==> config.mk <==
export PLATFORM = sky130hd
export DESIGN_NAME = pac_div
export DESIGN_NICKNAME = d
export VERILOG_FILES = /design/src/design/pac_pkg.sv /design/src/design/pac_div.sv
export SDC_FILE = /design/constraint.sdc
export NUM_CORES = 2
export LEC_CHECK = 0
export ABC_AREA = 1
export ABC_CLOCK_PERIOD_IN_PS = 1900
export BUFFER_PORTS_ARGS = -buffer_cell sky130_fd_sc_hd__buf_2
export CORE_AREA = 2 2 461 463
export CTS_CLUSTER_DIAMETER = 30
export DETAILED_ROUTE_END_ITERATION = 16
export DIE_AREA = 0 0 463 465
export GPL_TIMING_DRIVEN = 0
export SLEW_MARGIN = 40
export SYNTH_ARGS = -nofsm -noshare
export SYNTH_HDL_FRONTEND = slang
export SYNTH_SLANG_ARGS = --single-unit
==> constraint.sdc <==
create_clock -name clock -period 1.9 [get_ports clock]
set_clock_uncertainty 0.05 [all_clocks]
set_input_delay 0.38 -clock clock [delete_from_list [all_inputs] [get_ports clock]]
set_output_delay 0.38 -clock clock [all_outputs]
set_load 0.005 [all_outputs]
==> src/design/pac_pkg.sv <==
// shared types, constants and helpers of the pointer acceleration curve
`timescale 1ns / 1ps
package pac_pkg;

   // delta and register widths
   localparam int DELTA_W  = 16;
   localparam int MAG_W    = DELTA_W + 1;
   localparam int SENS_W   = 16;
   localparam int THR_W    = 24;
   localparam int CSR_IDX_W = 8;
   localparam int CSR_DAT_W = 24;

   // square root: radicand is (x*x + y*y) << 16
   localparam int SQ_W     = 2 * DELTA_W;
   localparam int RAD_W    = 48;
   localparam int ROOT_W   = RAD_W / 2;
   localparam int SQ_REM_W = ROOT_W + 3;

   // divider: quotient bits, denominator and remainder widths
   localparam int QUO_W    = 16;
   localparam int DEN_W    = THR_W + 1;
   localparam int DIV_REM_W = DEN_W + 1;

   // gain in Q2.16 and the gain times sensitivity factor
   localparam int GAIN_W   = 18;
   localparam int FACT_W   = GAIN_W + SENS_W;
   localparam int HALF_W   = FACT_W / 2;
   localparam int PROD_W   = MAG_W + FACT_W;
   localparam int FRAC_SH  = 24;
   localparam int QOUT_W   = PROD_W - FRAC_SH;

   localparam logic [GAIN_W-1:0] GAIN_ONE  = GAIN_W'(65536);
   localparam logic [GAIN_W-1:0] GAIN_MED  = GAIN_W'(98304);
   localparam logic [DEN_W-1:0]  FIVE_Q8   = DEN_W'(1280);
   localparam logic signed [DELTA_W-1:0] DELTA_MAX = 16'sh7FFF;
   localparam logic signed [DELTA_W-1:0] DELTA_MIN = 16'sh8000;

   // register indexes
   localparam logic [CSR_IDX_W-1:0] REG_ENABLE   = CSR_IDX_W'(0);
   localparam logic [CSR_IDX_W-1:0] REG_SENS     = CSR_IDX_W'(1);
   localparam logic [CSR_IDX_W-1:0] REG_THR_LOW  = CSR_IDX_W'(2);
   localparam logic [CSR_IDX_W-1:0] REG_THR_HIGH = CSR_IDX_W'(3);

   // speed band chosen from the magnitude
   typedef enum logic [1:0] {
      BAND_ONE  = 2'd0,
      BAND_MED  = 2'd1,
      BAND_HIGH = 2'd2
   } band_type;

   // data that rides along the pipeline next to the arithmetic
   typedef struct packed {
      logic signed [DELTA_W-1:0] x;
      logic signed [DELTA_W-1:0] y;
      logic                      active;
      band_type                  band;
   } side_type;

   // magnitude of a signed delta
   function automatic logic [MAG_W-1:0] pac_abs(input logic signed [DELTA_W-1:0] v);
      logic [MAG_W-1:0] e;
      e = MAG_W'(unsigned'(v));
      if (v[DELTA_W-1]) begin
         e = MAG_W'(~{v[DELTA_W-1], v}) + MAG_W'(1);
      end
      return e;
   endfunction

endpackage

==> src/design/pac_div.sv <==
// pipelined restoring divider, floor(num * 2^16 / den) with num < den
`timescale 1ns / 1ps
module pac_div (
   input  logic                        clock,
   input  logic                        reset,
   input  logic                        adv,
   input  logic                        in_vld,
   input  logic [pac_pkg::DEN_W-1:0]   in_num,
   input  logic [pac_pkg::DEN_W-1:0]   in_den,
   input  pac_pkg::side_type           in_side,
   output logic                        out_vld,
   output logic [pac_pkg::QUO_W-1:0]   out_quo,
   output pac_pkg::side_type           out_side
);
   import pac_pkg::*;

   logic                 vld_ff [QUO_W];
   logic [DIV_REM_W-1:0] rem_ff [QUO_W];
   logic [DEN_W-1:0]     den_ff [QUO_W];
   logic [QUO_W-1:0]     quo_ff [QUO_W];
   side_type             side_ff[QUO_W];

   logic [DIV_REM_W-1:0] rem_in [QUO_W];
   logic [QUO_W-1:0]     quo_in [QUO_W];
   logic                 vld_in [QUO_W];
   logic [DEN_W-1:0]     den_in [QUO_W];
   side_type             side_in[QUO_W];

   // one stage: double the remainder and subtract the divisor if it fits
   always_comb begin
      logic [DIV_REM_W-1:0] p_rem;
      logic [QUO_W-1:0]     p_quo;
      logic [DIV_REM_W-1:0] r2;
      for (int i = 0; i < QUO_W; i++) begin
         p_rem  = (i == 0) ? DIV_REM_W'(in_num) : rem_ff[(i == 0) ? 0 : i - 1];
         p_quo  = (i == 0) ? '0 : quo_ff[(i == 0) ? 0 : i - 1];
         den_in[i]  = (i == 0) ? in_den : den_ff[(i == 0) ? 0 : i - 1];
         vld_in[i]  = (i == 0) ? in_vld : vld_ff[(i == 0) ? 0 : i - 1];
         side_in[i] = (i == 0) ? in_side : side_ff[(i == 0) ? 0 : i - 1];
         r2 = {p_rem[DIV_REM_W-2:0], 1'b0};
         if (r2 >= DIV_REM_W'(den_in[i])) begin
            rem_in[i] = r2 - DIV_REM_W'(den_in[i]);
            quo_in[i] = {p_quo[QUO_W-2:0], 1'b1};
         end else begin
            rem_in[i] = r2;
            quo_in[i] = {p_quo[QUO_W-2:0], 1'b0};
         end
      end
   end

   // stage registers
   always_ff @(posedge clock) begin
      for (int i = 0; i < QUO_W; i++) begin
         if (reset) begin
            vld_ff[i] <= 1'b0;
         end else if (adv) begin
            vld_ff[i] <= vld_in[i];
         end
         if (adv) begin
            rem_ff[i]  <= rem_in[i];
            quo_ff[i]  <= quo_in[i];
            den_ff[i]  <= den_in[i];
            side_ff[i] <= side_in[i];
         end
      end
   end

   assign out_vld  = vld_ff[QUO_W-1];
   assign out_quo  = quo_ff[QUO_W-1];
   assign out_side = side_ff[QUO_W-1];

endmodule

==> run_results.csv <==
group,metric,value,unit
floorplan,row_count,169,
yosys,synth_edf_count,1462,
place,io_buffers,140,
routing,drcViolationCount,0,
sta,hold_slack,-0.1180,ns
worst_setup_path,max_stage_delay,0.48,ns
worst_setup_path,slowest_stage,"edfxtp_1",
worst_setup_path,r2r_end,"rem_ff[1][95]",
hold_path,hold_path_startpoint,"adv",
worst_setup_path,crit_arrival,3.00,ns
power,clock_power_share,29.7,%
clocking,cts_buffers,334,
routing,vias,65662,
power,leakage,0.05319,uW
sta,tns,-137.08,ns
worst_setup_path,cp_common_cell,"nand2_2",
worst_setup_path,crit_path_max_fanout,6,
yosys,syn_area,81670,sq um
routing,ant_nets,0,
floorplan,die_h,465,microns
layout,drive_gt1_share,30.54,%
sta,slew_headroom,58.63,%
grt,grt_pass1_vias,64757,
worst_setup_path,reg2reg_slack,-0.49,ns
grt,antenna_found_initial,6,
yosys,yosysSeqAreaShare,53.75,%
routing,drtIter0Drc,4605,
floorplan,ios,141,
place,dpl_worst_slack,-1.254,ns
clocking,cts_tree,"built",
routing,dr.pass1.iters,6,
grt,gr-usage-all-layers,21.98,%
hold_path,whs_endpoint,"side_ff[0][46]",
routing,drt_wl_total,243600,microns
power,power_density,1655,nW/um^2
clocking,hold_buffers,87,
flow_run,max-cap-violations,0,
yosys,postSynthAreaPerCell,8.775,sq um
worst_setup_path,crit_family,"simple AND/OR/NAND/NOR gates",
sta,setup_ws,-0.4914,ns
clocking,clockBufferDepth,4,
hold_path,min_path_type,"primary input to register",
sta,timing.fmax,418.2,MHz
sta,period_minus_slack,2.391,ns
floorplan,dieArea,215300,sq um
power,intPower,118800,uW
sta,tightest_slew,0.6206,ns
power,irDropWorstVdd,0.001267,V
clocking,htree_num_levels,5,
worst_setup_path,crit_type,"register to register",
sta,rsz0062_at_grt,"yes",
worst_setup_path,cp-end-kind,"register",
floorplan,die-width,463,microns
power,p_switching,70960,uW
yosys,synth-seq-cells,1462,
layout,syn_to_final_growth,40.43,%
sta,finalCritPeriodShare,125.9,%
yosys,yosys_warnings,0,
clocking,clk_latency,0.93,ns
worst_setup_path,start_kind,"register",
clocking,cts_sinks,1462,
place,gp_congestion,0.9342,
layout,fillers,18547,
sta,hold_violations,62,
run_status,violations,"negative hold slack, negative setup slack",
worst_setup_path,r2r_start,"rem_ff[1][62]",
power,swShare,37.39,%
run_status,status,"complete, but fails checks",
yosys,synth_ff_type,"edfxtp_1",
clocking,clkSlewWorstSetupHoldPaths,0.05,ns
grt,grt_overflow,0,
yosys,synth_fp_nets,9811,
floorplan,core_area,210800,sq um
hold_path,holdPathStages,1,
worst_setup_path,r2r_cells,13,
sta,setup_violations,420,
floorplan,start_util,38.74,%
routing,avgViaCountPerCell,4.769,
grt,grt_max_degree,112,
power,p_comb_share,44.3,%
layout,nets,11193,
place,hpwlAfterDp,179200,microns
routing,wl_per_cell,17.69,microns
yosys,netlist-cell-type-count,36,
yosys,syn_inst,9308,
sta,slew_violations,0,
power,seq_power_share,25.9,%
grt,grt_first_pass_wirelength,367100,microns
clocking,root_buffer,"clkbuf_16",
worst_setup_path,cp.required,2.51,ns
yosys,synthArstFlopShare,0,%
worst_setup_path,cp_num_buf_inv,2,
worst_setup_path,crit_chain,"ha_4, nand2_2, nand2_2, nand2_2, nand2_2, nand2_2, nand2_4, a21oi_4, nand3_4, buf_4, buf_8, nand2_1, nand2_1",
worst reg2reg max path: stages (launching register included):
cell      delay [ns]
edfxtp_1        0.48
ha_4            0.31
nand2_2         0.06
nand2_2         0.08
nand2_2         0.07
nand2_2         0.05
nand2_2         0.09
nand2_4         0.07
a21oi_4         0.22
nand3_4         0.19
buf_4           0.19
buf_8           0.13
nand2_1         0.06
nand2_1         0.10
cells in the final DEF (no fill, tap or decap), types with 313 or more instances in the layout:
| cell | netlist | final |
|---|---|---|
| nand4_1 | 473 | 473 |
| edfxtp_1 | 1462 | 1462 |
| clkbuf_16 | 0 | 353 |
| inv_2 | 36 | 313 |
| inv_1 | 1848 | 1569 |
| ha_4 | 0 | 342 |
| nand2_2 | 13 | 506 |
| nand2_1 | 3487 | 2808 |
| buf_4 | 51 | 699 |
| nor2_1 | 517 | 383 |
synthesized netlist by cell type (4+ instances only):
library cell | n | area share, %
a21oi_1 | 154 | 0.94
a21oi_4 | 15 | 0.30
and2_1 | 33 | 0.25
buf_2 | 68 | 0.42
buf_4 | 51 | 0.47
buf_6 | 30 | 0.41
clkbuf_1 | 23 | 0.11
edfxtp_1 | 1462 | 54
fa_1 | 15 | 0.37
ha_1 | 399 | 6.1
inv_1 | 1848 | 8.5
inv_2 | 36 | 0.17
nand2_1 | 3487 | 16
nand2_2 | 13 | 0.10
nand3_1 | 322 | 2.0
nand3_2 | 14 | 0.17
nand3_4 | 30 | 0.64
nand3b_1 | 14 | 0.13
nand4_1 | 473 | 3.6
nor2_1 | 517 | 2.4
nor2_2 | 18 | 0.14
nor3_1 | 14 | 0.086
nor3_4 | 15 | 0.30
nor3b_1 | 4 | 0.037
nor3b_2 | 10 | 0.15
o21a_1 | 16 | 0.15
o21ai_0 | 4 | 0.025
or2_1 | 15 | 0.11
or2_2 | 23 | 0.18
xnor2_1 | 26 | 0.28
xor2_1 | 154 | 1.7
per-layer routing:
layer | wire length, microns | track usage (%) | vias to the layer above
met4 | 9974 | 9.012 | 4
li1 | - | - | 32644
met1 | 108300 | 29.08 | 30777
met3 | 11810 | 3.158 | 474
met5 | 23 | 0 | -
met2 | 113500 | 36.24 | 1763
timing repair:
action                                 CTS  global route
buffers inserted                       530           221
setup endpoints to repair              544           629
cloned                                  52            15
resized for setup                      934           602
pin swaps                              453           356
endpoints found under the hold margin  155            62
stage by stage:
step	std cells	total power, uW	cell area (sq um)	utilization (%)
3_3_place_gp	12269	108400	90360	42.86
6_report	13768	189800	114700	54.40
3_5_place_dp	12284	111400	90790	43.07
4_1_cts	13537	183100	111000	52.67
5_1_grt	13765	201300	114700	54.40
2_1_floorplan	9308	91790	86130	-
power groups by stage:
| stage | combinational (uW) | clock, uW | sequential, uW |
|---|---|---|---|
| floorplan | 44600 | 0 | 47100 |
| detailed placement | 61500 | 0 | 49800 |
| global placement | 58300 | 0 | 50100 |
| CTS | 76300 | 57700 | 49200 |
| finish | 84100 | 56400 | 49200 |
| global route | 92300 | 59400 | 49600 |
state kept, by name, indices dropped and copies added (netlist names):
signal	cells
side_ff	560
rem_ff	375
vld_ff	16
quo_ff	136
den_ff	375
area by class of cell:
type | instances | area (sq um) | share of cell area (%)
Buffer | 164 | 1858 | 1.620
Inverter | 1884 | 7077 | 6.170
Multi-Input combinational cell | 5790 | 37720 | 32.89
Antenna cell | 4 | 10.01 | 0.008727
Clock buffer | 369 | 8574 | 7.476
Sequential cell | 1462 | 43900 | 38.28
Clock inverter | 220 | 2590 | 2.258
Tap cell | 2821 | 3530 | 3.077
Timing Repair Buffer | 1054 | 9433 | 8.224
cells by family after synthesis:
logic type / share of synthesized area (%)
compound gates: 1.443
xor+xnor: 1.930
fa+ha+maj: 6.480
buf+inv: 10.06
flops: 53.75
simple gates: 26.33
how the worst max path moves through the flow:
stage,startpoint,end,slack (ns),depth (start not counted)
2_1_floorplan,rem_ff[0][81],rem_ff[0][110],-0.03,9
3_3_place_gp,adv,vld_ff[0][0],-26.79,4
3_5_place_dp,adv,vld_ff[0][0],-1.25,7
4_1_cts,rem_ff[0][23],rem_ff[0][42],-0.43,9
5_1_grt,den_ff[0][90],rem_ff[0][108],-0.54,14
6_report,rem_ff[1][62],rem_ff[1][95],-0.49,13
No activity file was read; power rests on OpenSTA's default activity.
