## src/design/pac_pkg.sv

```systemverilog
// shared types, constants and helpers of the pointer acceleration curve
`timescale 1ns / 1ps
package pac_pkg;

   // delta and register widths
   localparam int DELTA_W  = 16;
   localparam int MAG_W    = DELTA_W + 1;
   localparam int SENS_W   = 16;
   localparam int THR_W    = 24;
   localparam int CSR_IDX_W = 8;
   localparam int CSR_DAT_W = 24;

   // square root: radicand is (x*x + y*y) << 16
   localparam int SQ_W     = 2 * DELTA_W;
   localparam int RAD_W    = 48;
   localparam int ROOT_W   = RAD_W / 2;
   localparam int SQ_REM_W = ROOT_W + 3;

   // divider: quotient bits, denominator and remainder widths
   localparam int QUO_W    = 16;
   localparam int DEN_W    = THR_W + 1;
   localparam int DIV_REM_W = DEN_W + 1;

   // gain in Q2.16 and the gain times sensitivity factor
   localparam int GAIN_W   = 18;
   localparam int FACT_W   = GAIN_W + SENS_W;
   localparam int HALF_W   = FACT_W / 2;
   localparam int PROD_W   = MAG_W + FACT_W;
   localparam int FRAC_SH  = 24;
   localparam int QOUT_W   = PROD_W - FRAC_SH;

   localparam logic [GAIN_W-1:0] GAIN_ONE  = GAIN_W'(65536);
   localparam logic [GAIN_W-1:0] GAIN_MED  = GAIN_W'(98304);
   localparam logic [DEN_W-1:0]  FIVE_Q8   = DEN_W'(1280);
   localparam logic signed [DELTA_W-1:0] DELTA_MAX = 16'sh7FFF;
   localparam logic signed [DELTA_W-1:0] DELTA_MIN = 16'sh8000;

   // register indexes
   localparam logic [CSR_IDX_W-1:0] REG_ENABLE   = CSR_IDX_W'(0);
   localparam logic [CSR_IDX_W-1:0] REG_SENS     = CSR_IDX_W'(1);
   localparam logic [CSR_IDX_W-1:0] REG_THR_LOW  = CSR_IDX_W'(2);
   localparam logic [CSR_IDX_W-1:0] REG_THR_HIGH = CSR_IDX_W'(3);

   // speed band chosen from the magnitude
   typedef enum logic [1:0] {
      BAND_ONE  = 2'd0,
      BAND_MED  = 2'd1,
      BAND_HIGH = 2'd2
   } band_type;

   // data that rides along the pipeline next to the arithmetic
   typedef struct packed {
      logic signed [DELTA_W-1:0] x;
      logic signed [DELTA_W-1:0] y;
      logic                      active;
      band_type                  band;
   } side_type;

   // magnitude of a signed delta
   function automatic logic [MAG_W-1:0] pac_abs(input logic signed [DELTA_W-1:0] v);
      logic [MAG_W-1:0] e;
      e = MAG_W'(unsigned'(v));
      if (v[DELTA_W-1]) begin
         e = MAG_W'(~{v[DELTA_W-1], v}) + MAG_W'(1);
      end
      return e;
   endfunction

endpackage

```

## src/design/pac_sqrt.sv

```systemverilog
// pipelined integer square root, one result bit per stage
`timescale 1ns / 1ps
module pac_sqrt (
   input  logic                        clock,
   input  logic                        reset,
   input  logic                        adv,
   input  logic                        in_vld,
   input  logic [pac_pkg::RAD_W-1:0]   in_rad,
   input  pac_pkg::side_type           in_side,
   output logic                        out_vld,
   output logic [pac_pkg::ROOT_W-1:0]  out_root,
   output pac_pkg::side_type           out_side
);
   import pac_pkg::*;

   logic                vld_ff  [ROOT_W];
   logic [RAD_W-1:0]    rad_ff  [ROOT_W];
   logic [SQ_REM_W-1:0] rem_ff  [ROOT_W];
   logic [ROOT_W-1:0]   root_ff [ROOT_W];
   side_type            side_ff [ROOT_W];

   logic                vld_in  [ROOT_W];
   logic [RAD_W-1:0]    rad_in  [ROOT_W];
   logic [SQ_REM_W-1:0] rem_in  [ROOT_W];
   logic [ROOT_W-1:0]   root_in [ROOT_W];
   side_type            side_in [ROOT_W];

   // one stage: bring down two radicand bits and try the next root bit
   always_comb begin
      logic [RAD_W-1:0]    p_rad;
      logic [SQ_REM_W-1:0] p_rem;
      logic [ROOT_W-1:0]   p_root;
      logic [SQ_REM_W-1:0] r2;
      logic [SQ_REM_W-1:0] trial;
      for (int i = 0; i < ROOT_W; i++) begin
         p_rad  = (i == 0) ? in_rad : rad_ff[(i == 0) ? 0 : i - 1];
         p_rem  = (i == 0) ? '0 : rem_ff[(i == 0) ? 0 : i - 1];
         p_root = (i == 0) ? '0 : root_ff[(i == 0) ? 0 : i - 1];
         vld_in[i]  = (i == 0) ? in_vld : vld_ff[(i == 0) ? 0 : i - 1];
         side_in[i] = (i == 0) ? in_side : side_ff[(i == 0) ? 0 : i - 1];
         r2    = {p_rem[SQ_REM_W-3:0], p_rad[RAD_W-1 -: 2]};
         trial = SQ_REM_W'({p_root, 2'b01});
         rad_in[i] = {p_rad[RAD_W-3:0], 2'b00};
         if (r2 >= trial) begin
            rem_in[i]  = r2 - trial;
            root_in[i] = {p_root[ROOT_W-2:0], 1'b1};
         end else begin
            rem_in[i]  = r2;
            root_in[i] = {p_root[ROOT_W-2:0], 1'b0};
         end
      end
   end

   // stage registers
   always_ff @(posedge clock) begin
      for (int i = 0; i < ROOT_W; i++) begin
         if (reset) begin
            vld_ff[i] <= 1'b0;
         end else if (adv) begin
            vld_ff[i] <= vld_in[i];
         end
         if (adv) begin
            rad_ff[i]  <= rad_in[i];
            rem_ff[i]  <= rem_in[i];
            root_ff[i] <= root_in[i];
            side_ff[i] <= side_in[i];
         end
      end
   end

   assign out_vld  = vld_ff[ROOT_W-1];
   assign out_root = root_ff[ROOT_W-1];
   assign out_side = side_ff[ROOT_W-1];

endmodule

```

## config.mk

```make
export PLATFORM = sky130hd
export DESIGN_NAME = pac_sqrt
export DESIGN_NICKNAME = d
export VERILOG_FILES = /design/src/design/pac_pkg.sv /design/src/design/pac_sqrt.sv
export SDC_FILE = /design/constraint.sdc
export NUM_CORES = 2
export LEC_CHECK = 0
export ABC_AREA = 1
export BUFFER_PORTS_ARGS = -buffer_cell sky130_fd_sc_hd__buf_2
export CORE_ASPECT_RATIO = 2
export CORE_UTILIZATION = 63
export CTS_BUF_LIST = sky130_fd_sc_hd__clkbuf_16
export DETAILED_ROUTE_END_ITERATION = 8
export GPL_ROUTABILITY_DRIVEN = 0
export PLACE_DENSITY_LB_ADDON = 0.15
export SYNTH_ARGS = -nofsm -noshare
export SYNTH_HDL_FRONTEND = slang
export SYNTH_SLANG_ARGS = --single-unit
```

## constraint.sdc

```tcl
create_clock -name clock -period 2.9 [get_ports clock]
set_input_delay 0.58 -clock clock [delete_from_list [all_inputs] [get_ports clock]]
set_output_delay 0.58 -clock clock [all_outputs]
set_load 0.03 [all_outputs]
```

==> run metrics, run 1 <==
GRT Util Overall=between 30% and 40%; TritonCTS buffer count=196; I/O Buffers=between 100 and 150; root buf cell=clkbuf_16; gate count of the mapped netlist=around 9,900; ys flop type=edfxtp_1; clock sinks=2,258; Die Y=between 500 and 600 um; CTS max path bufs=4; Post-CTS Setup Bufs=0; I/O pin count=147; Mapped Area=104,000 um2; Run Error=[ERROR GRT-0116] Global routing finished with congestion. Check the congestion regions in the DRC Viewer.; FF+latch count, synth=about 2,300; DP Area=107,000 um2; Synth cell types=50; Initial Util=between 60% and 70%; FFs w/ async S/R, synth=0%; largest net degree at the start of global routing=142; synthesized area per cell=10.5 um2; Syn. warnings=0; Die Wd=289 um; total gr overflow=27; hpwl dp=182,000 um; sequential share of the synthesized area=65.4%; Fail Step=global routing; first-pass GRT wire length=423,000 um; FP Rows=210; number of global-route vias before repair=roughly 76,000; Synthesized Nets=10,300; status=did not finish; Post-synth EDFFs=2,258; H-tree Lvls=4
## kinds of logic after synthesis
logic type / share of synthesized area (%)
AND/OR/NAND/NOR: 19.5
flip-flops: 65.4
buffers and inverters: 6.94
AO/OA/AOI/OAI: 2.65
adder cells (fa/ha/maj): 3.92
XOR/XNOR: 1.67
other: 0.00362
## Yosys cell counts, drive strengths merged (2+ instances only)
| cell | count | share of area, % |
|---|---|---|
| nand4 | 160 | 0.96 |
| inv | 1621 | 5.9 |
| buf | 130 | 1.0 |
| nor3b | 3 | 0.022 |
| o2111ai | 4 | 0.034 |
| o21ai | 145 | 0.74 |
| and3 | 2 | 0.012 |
| or2 | 14 | 0.084 |
| nor3 | 70 | 0.35 |
| clkbuf | 4 | 0.014 |
| nand3b | 77 | 0.56 |
| o21bai | 17 | 0.14 |
| o211ai | 6 | 0.043 |
| a21oi | 325 | 1.7 |
| nor4 | 7 | 0.057 |
| xor2 | 158 | 1.3 |
| nor2 | 788 | 3.1 |
| edfxtp | 2258 | 65 |
| xnor2 | 40 | 0.34 |
| nand2 | 3188 | 12 |
| ha | 325 | 3.9 |
| nand3 | 524 | 2.6 |
| and2 | 11 | 0.071 |
## layer usage
| layer | GRT usage (%) | GRT overflow |
|---|---|---|
| met1 | 30.8 | 0 |
| met2 | 56.8 | 12 |
| met3 | 13.6 | 1 |
| met4 | 32.2 | 14 |
| met5 | 2.09 | 0 |
## what timing repair did
item / CTS
hold endpoints to repair: 84
resized for setup: 0
hold buffers: 84
endpoints found under the setup margin: 0
## metrics by stage
step | std cells | hold slack (ns) | setup slack (ns)
after floorplan | 9884 | 0.400 | 0.784
after global placement | 12200 | 0.400 | 0.212
after CTS | 12600 | 0.0479 | 0.157
after detailed placement | 12200 | 0.405 | 0.200
==> inputs of run 2 (changes only) <==
Settings changed: CORE_ASPECT_RATIO 2 to unset, CORE_UTILIZATION 63 to 40, CTS_BUF_LIST sky130_fd_sc_hd__clkbuf_16 to unset.
==> run metrics, run 2 <==
maximum vdd drop=around 0.67 mV; Worst Skew=0.0810 ns; Synth Area in Compound Gates=2.65% (unchanged); Clock Pin Slew Worst Setup and Hold Paths=0.06 ns; largest net degree at the start of global routing=110; Core Footprint=257,000 um2; top cells by count, synth=nand2_1 (3,156), edfxtp_1 (2,258), inv_1 (1,594) (unchanged); Comb power frac=between 10% and 20%; Post-Synth Adder-Cell Area=3.92% (unchanged); gate count of the mapped netlist=9,884 (unchanged); share of the synthesized area in the top cell type=65.4% (unchanged); Finished Layout Cells=13,900; startpoint types=flip-flop; GR met3 Demand/Resource=2.24%; Post-synth EDFFs=2,258 (unchanged); first-pass GRT wire length=352,000 um; Worst-Margin Slew=0.728 ns; hpwl dp=164,000 um (was 182,000 um); Mapped Area=104,000 um2 (unchanged); Setup CP Type=reg -> reg; Critical Path AT=3.27 ns; register area=67,800 um2; FF+latch count, synth=2,258 (unchanged); number of global-route vias before repair=65,700; grt peak-use layer=met2; total gr overflow=0; Post-Synth XOR/XNOR Area=1.67% (unchanged); hold wc startpoint=adv; Synthesized Nets=10,300 (unchanged); RSZ-0062 raised after global routing=no; internal power=approximately 61 mW; worst hold path stage count=1; Worst setup EP type=flip-flop; Flop pwr share=48.9%; maximum clock rate=370 MHz; Lkg Pwr=50.3 nW; I/O pin count=147 (unchanged); synthesized area per cell=10.5 um2 (unchanged); top post-synthesis cells by area=edfxtp_1 (65%), nand2_1 (11%), inv_1 (5.8%), ha_1 (3.9%), nor2_1 (2.6%) (unchanged); most area-hungry cell type in the Yosys netlist=edfxtp_1 (unchanged); post-synthesis mux area share=0% (unchanged); clock sinks=2,258 (unchanged); Worst-Skew Late Latency=0.91 ns; Residual DRC=0; average vias per placed instance=4.81; Psw=about 23 mW; clock power share=between 30% and 40%; most flop-heavy register=side_ff; min Tclk post-route=2.70 ns; R2R Setup Slk=0.20 ns; multi-input logic area=28,700 um2; Final ANT Viol Nets=0; Final TNS setup=0 ns; FP Rows=186 (was 210); Initial Util=40.3% (was 63.5%); power per cell area=712 nW/um2; CTS max path bufs=3 (was 4); area of the die=261,000 um2; P&R area growth vs syn=13.5%; max reg flops=840; Synth cell types=50 (unchanged); Vias=67,000; sequential share of the synthesized area=65.4% (unchanged); Die Wd=511 um (was 289 um); Die Y=511 um (was 576 um); largest family of logic cells by synthesized area=simple AND/OR/NAND/NOR gates (unchanged); routed len/inst=around 16 um; Switching Share=between 20 and 30%; H-tree Lvls=4 (unchanged); drt first pass iters=8; Hold/Removal Path Class=in -> reg; Syn. warnings=0 (unchanged); worst reg2reg path depth=12; GRT Util Overall=16.9%; met1 usage=between 20% and 30%; Detailed Route WL=224,000 um; root buf cell=clkbuf_16 (unchanged); max_slew headroom=51.3%; nets@finish=10,800; FF-to-FF Start=root_ff[2][65]; leading cell type in the layout, fill and taps excluded=nand2_1; Filler Cell Count=between 20,000 and 25,000; hold endpoint=rad_ff[0][193]; placed insts=13,400 (was 12,200); Final period util=93.2%; initial antenna violation count=3; I/O Buffers=146 (unchanged); FFs w/ async S/R, synth=0% (unchanged); worst-path maximum fanout=24; final hold violations=0; grt met2 use=between 20% and 30%; simple-gate share of the synthesized area=19.5% (unchanged); Final Slew Violations=0; commonest cells after routing, fill and taps aside=nand2_1 (3,156), edfxtp_1 (2,258), inv_1 (1,594); TritonCTS buffer count=239 (was 196); drt initial violations=approximately 5,200; layout cells sized above 1=7.74%; worst r2r dst=rem_ff[2][100]; ys flop type=edfxtp_1 (unchanged); status=complete, no violations (was did not finish); count leader, synth=nand2_1 (unchanged); TritonCTS clock tree=yes; biggest regs=side_ff x840, rad_ff x552, rem_ff x542; max cap viols=0; Final Setup Violations=0; Worst Path Required=3.47 ns
-- run 2: worst max-delay path by stage --
stage,start,cells past startpoint,end,slack (ns)
2_1_floorplan,rem_ff[0][0],9,rem_ff[0][44],0.78
3_3_place_gp,root_ff[2][113],13,rem_ff[2][150],0.16
3_5_place_dp,root_ff[2][113],13,rem_ff[2][150],0.17
4_1_cts,root_ff[2][113],13,rem_ff[2][150],0.17
5_1_grt,root_ff[2][65],12,rem_ff[2][100],0.01
6_report,root_ff[2][65],12,rem_ff[2][100],0.20
-- run 2: cell families (layout without fill, tap and decap cells) --
family | after synthesis | in the layout
xor+xnor | 198 | 198
buf+inv | 1755 | 2416
flops | 2258 | 2258
other cells | 1 | 3
fa+ha+maj | 325 | 325
compound gates | 501 | 501
simple gates | 4846 | 4846
-- run 2: power by group through the flow --
stage | logic, mW | clock network [mW] | registers, mW
floorplan | 8.70 | 0 | 40.8
global placement | 12.2 | 0 | 41.7
detailed placement | 12.3 | 0 | 41.7
CTS | 12.4 | 31.4 | 41.1
global route | 14.2 | 32.5 | 41.3
finish | 12.5 | 30.3 | 41.0
-- run 2: final cells by class --
| type | count | area share, % |
|---|---|---|
| antenna | 2 | 0.00425 |
| clock buffer | 278 | 5.20 |
| clock inverter | 166 | 1.57 |
| inverter | 1621 | 5.17 |
| multi-input combinational | 5871 | 24.4 |
| sequential | 2258 | 57.6 |
| tap | 3384 | 3.60 |
| timing repair buffer | 351 | 2.45 |
-- run 2: worst max-delay path, cell delays in order, from the launching register on --
cell and delay [ns]:
edfxtp_1 0.52, inv_1 0.08, ha_1 0.42, nand2_1 0.13, nor2_1 0.19, nand2_1 0.10
nor2_1 0.20, nand2_1 0.09, and2_4 0.15, nand3_4 0.08, inv_4 0.13, nand2_1 0.12
nand2_1 0.19
-- run 2: metrics by stage --
step	area [um2]	total power, mW	hold WS (ns)	util (%)	setup WS (ns)
3_5_place_dp	109000	54.0	0.405	42.3	0.169
6_report	118000	83.9	0.242	45.7	0.197
3_3_place_gp	109000	53.9	0.400	42.3	0.162
4_1_cts	118000	84.9	0.132	45.7	0.170
2_1_floorplan	104000	49.5	0.400	-	0.784
5_1_grt	118000	88.0	0.161	45.7	0.0106
-- run 2: per-layer routing --
layer  wire length, um  vias up
met1             99200    31300
met2            106000     1817
met4              8840        0
met3              9870      486
li1                  -    33400
met5                 0        -
-- run 2: repair_timing --
action                                  in CTS  in global routing
hold buffers                                85                  0
endpoints found under the setup margin       0                  3
buffers inserted                             0                  0
hold endpoints to repair                    85                  0
gates resized for setup                      0                  2
Note: power is estimated with default switching activity, not from simulation.
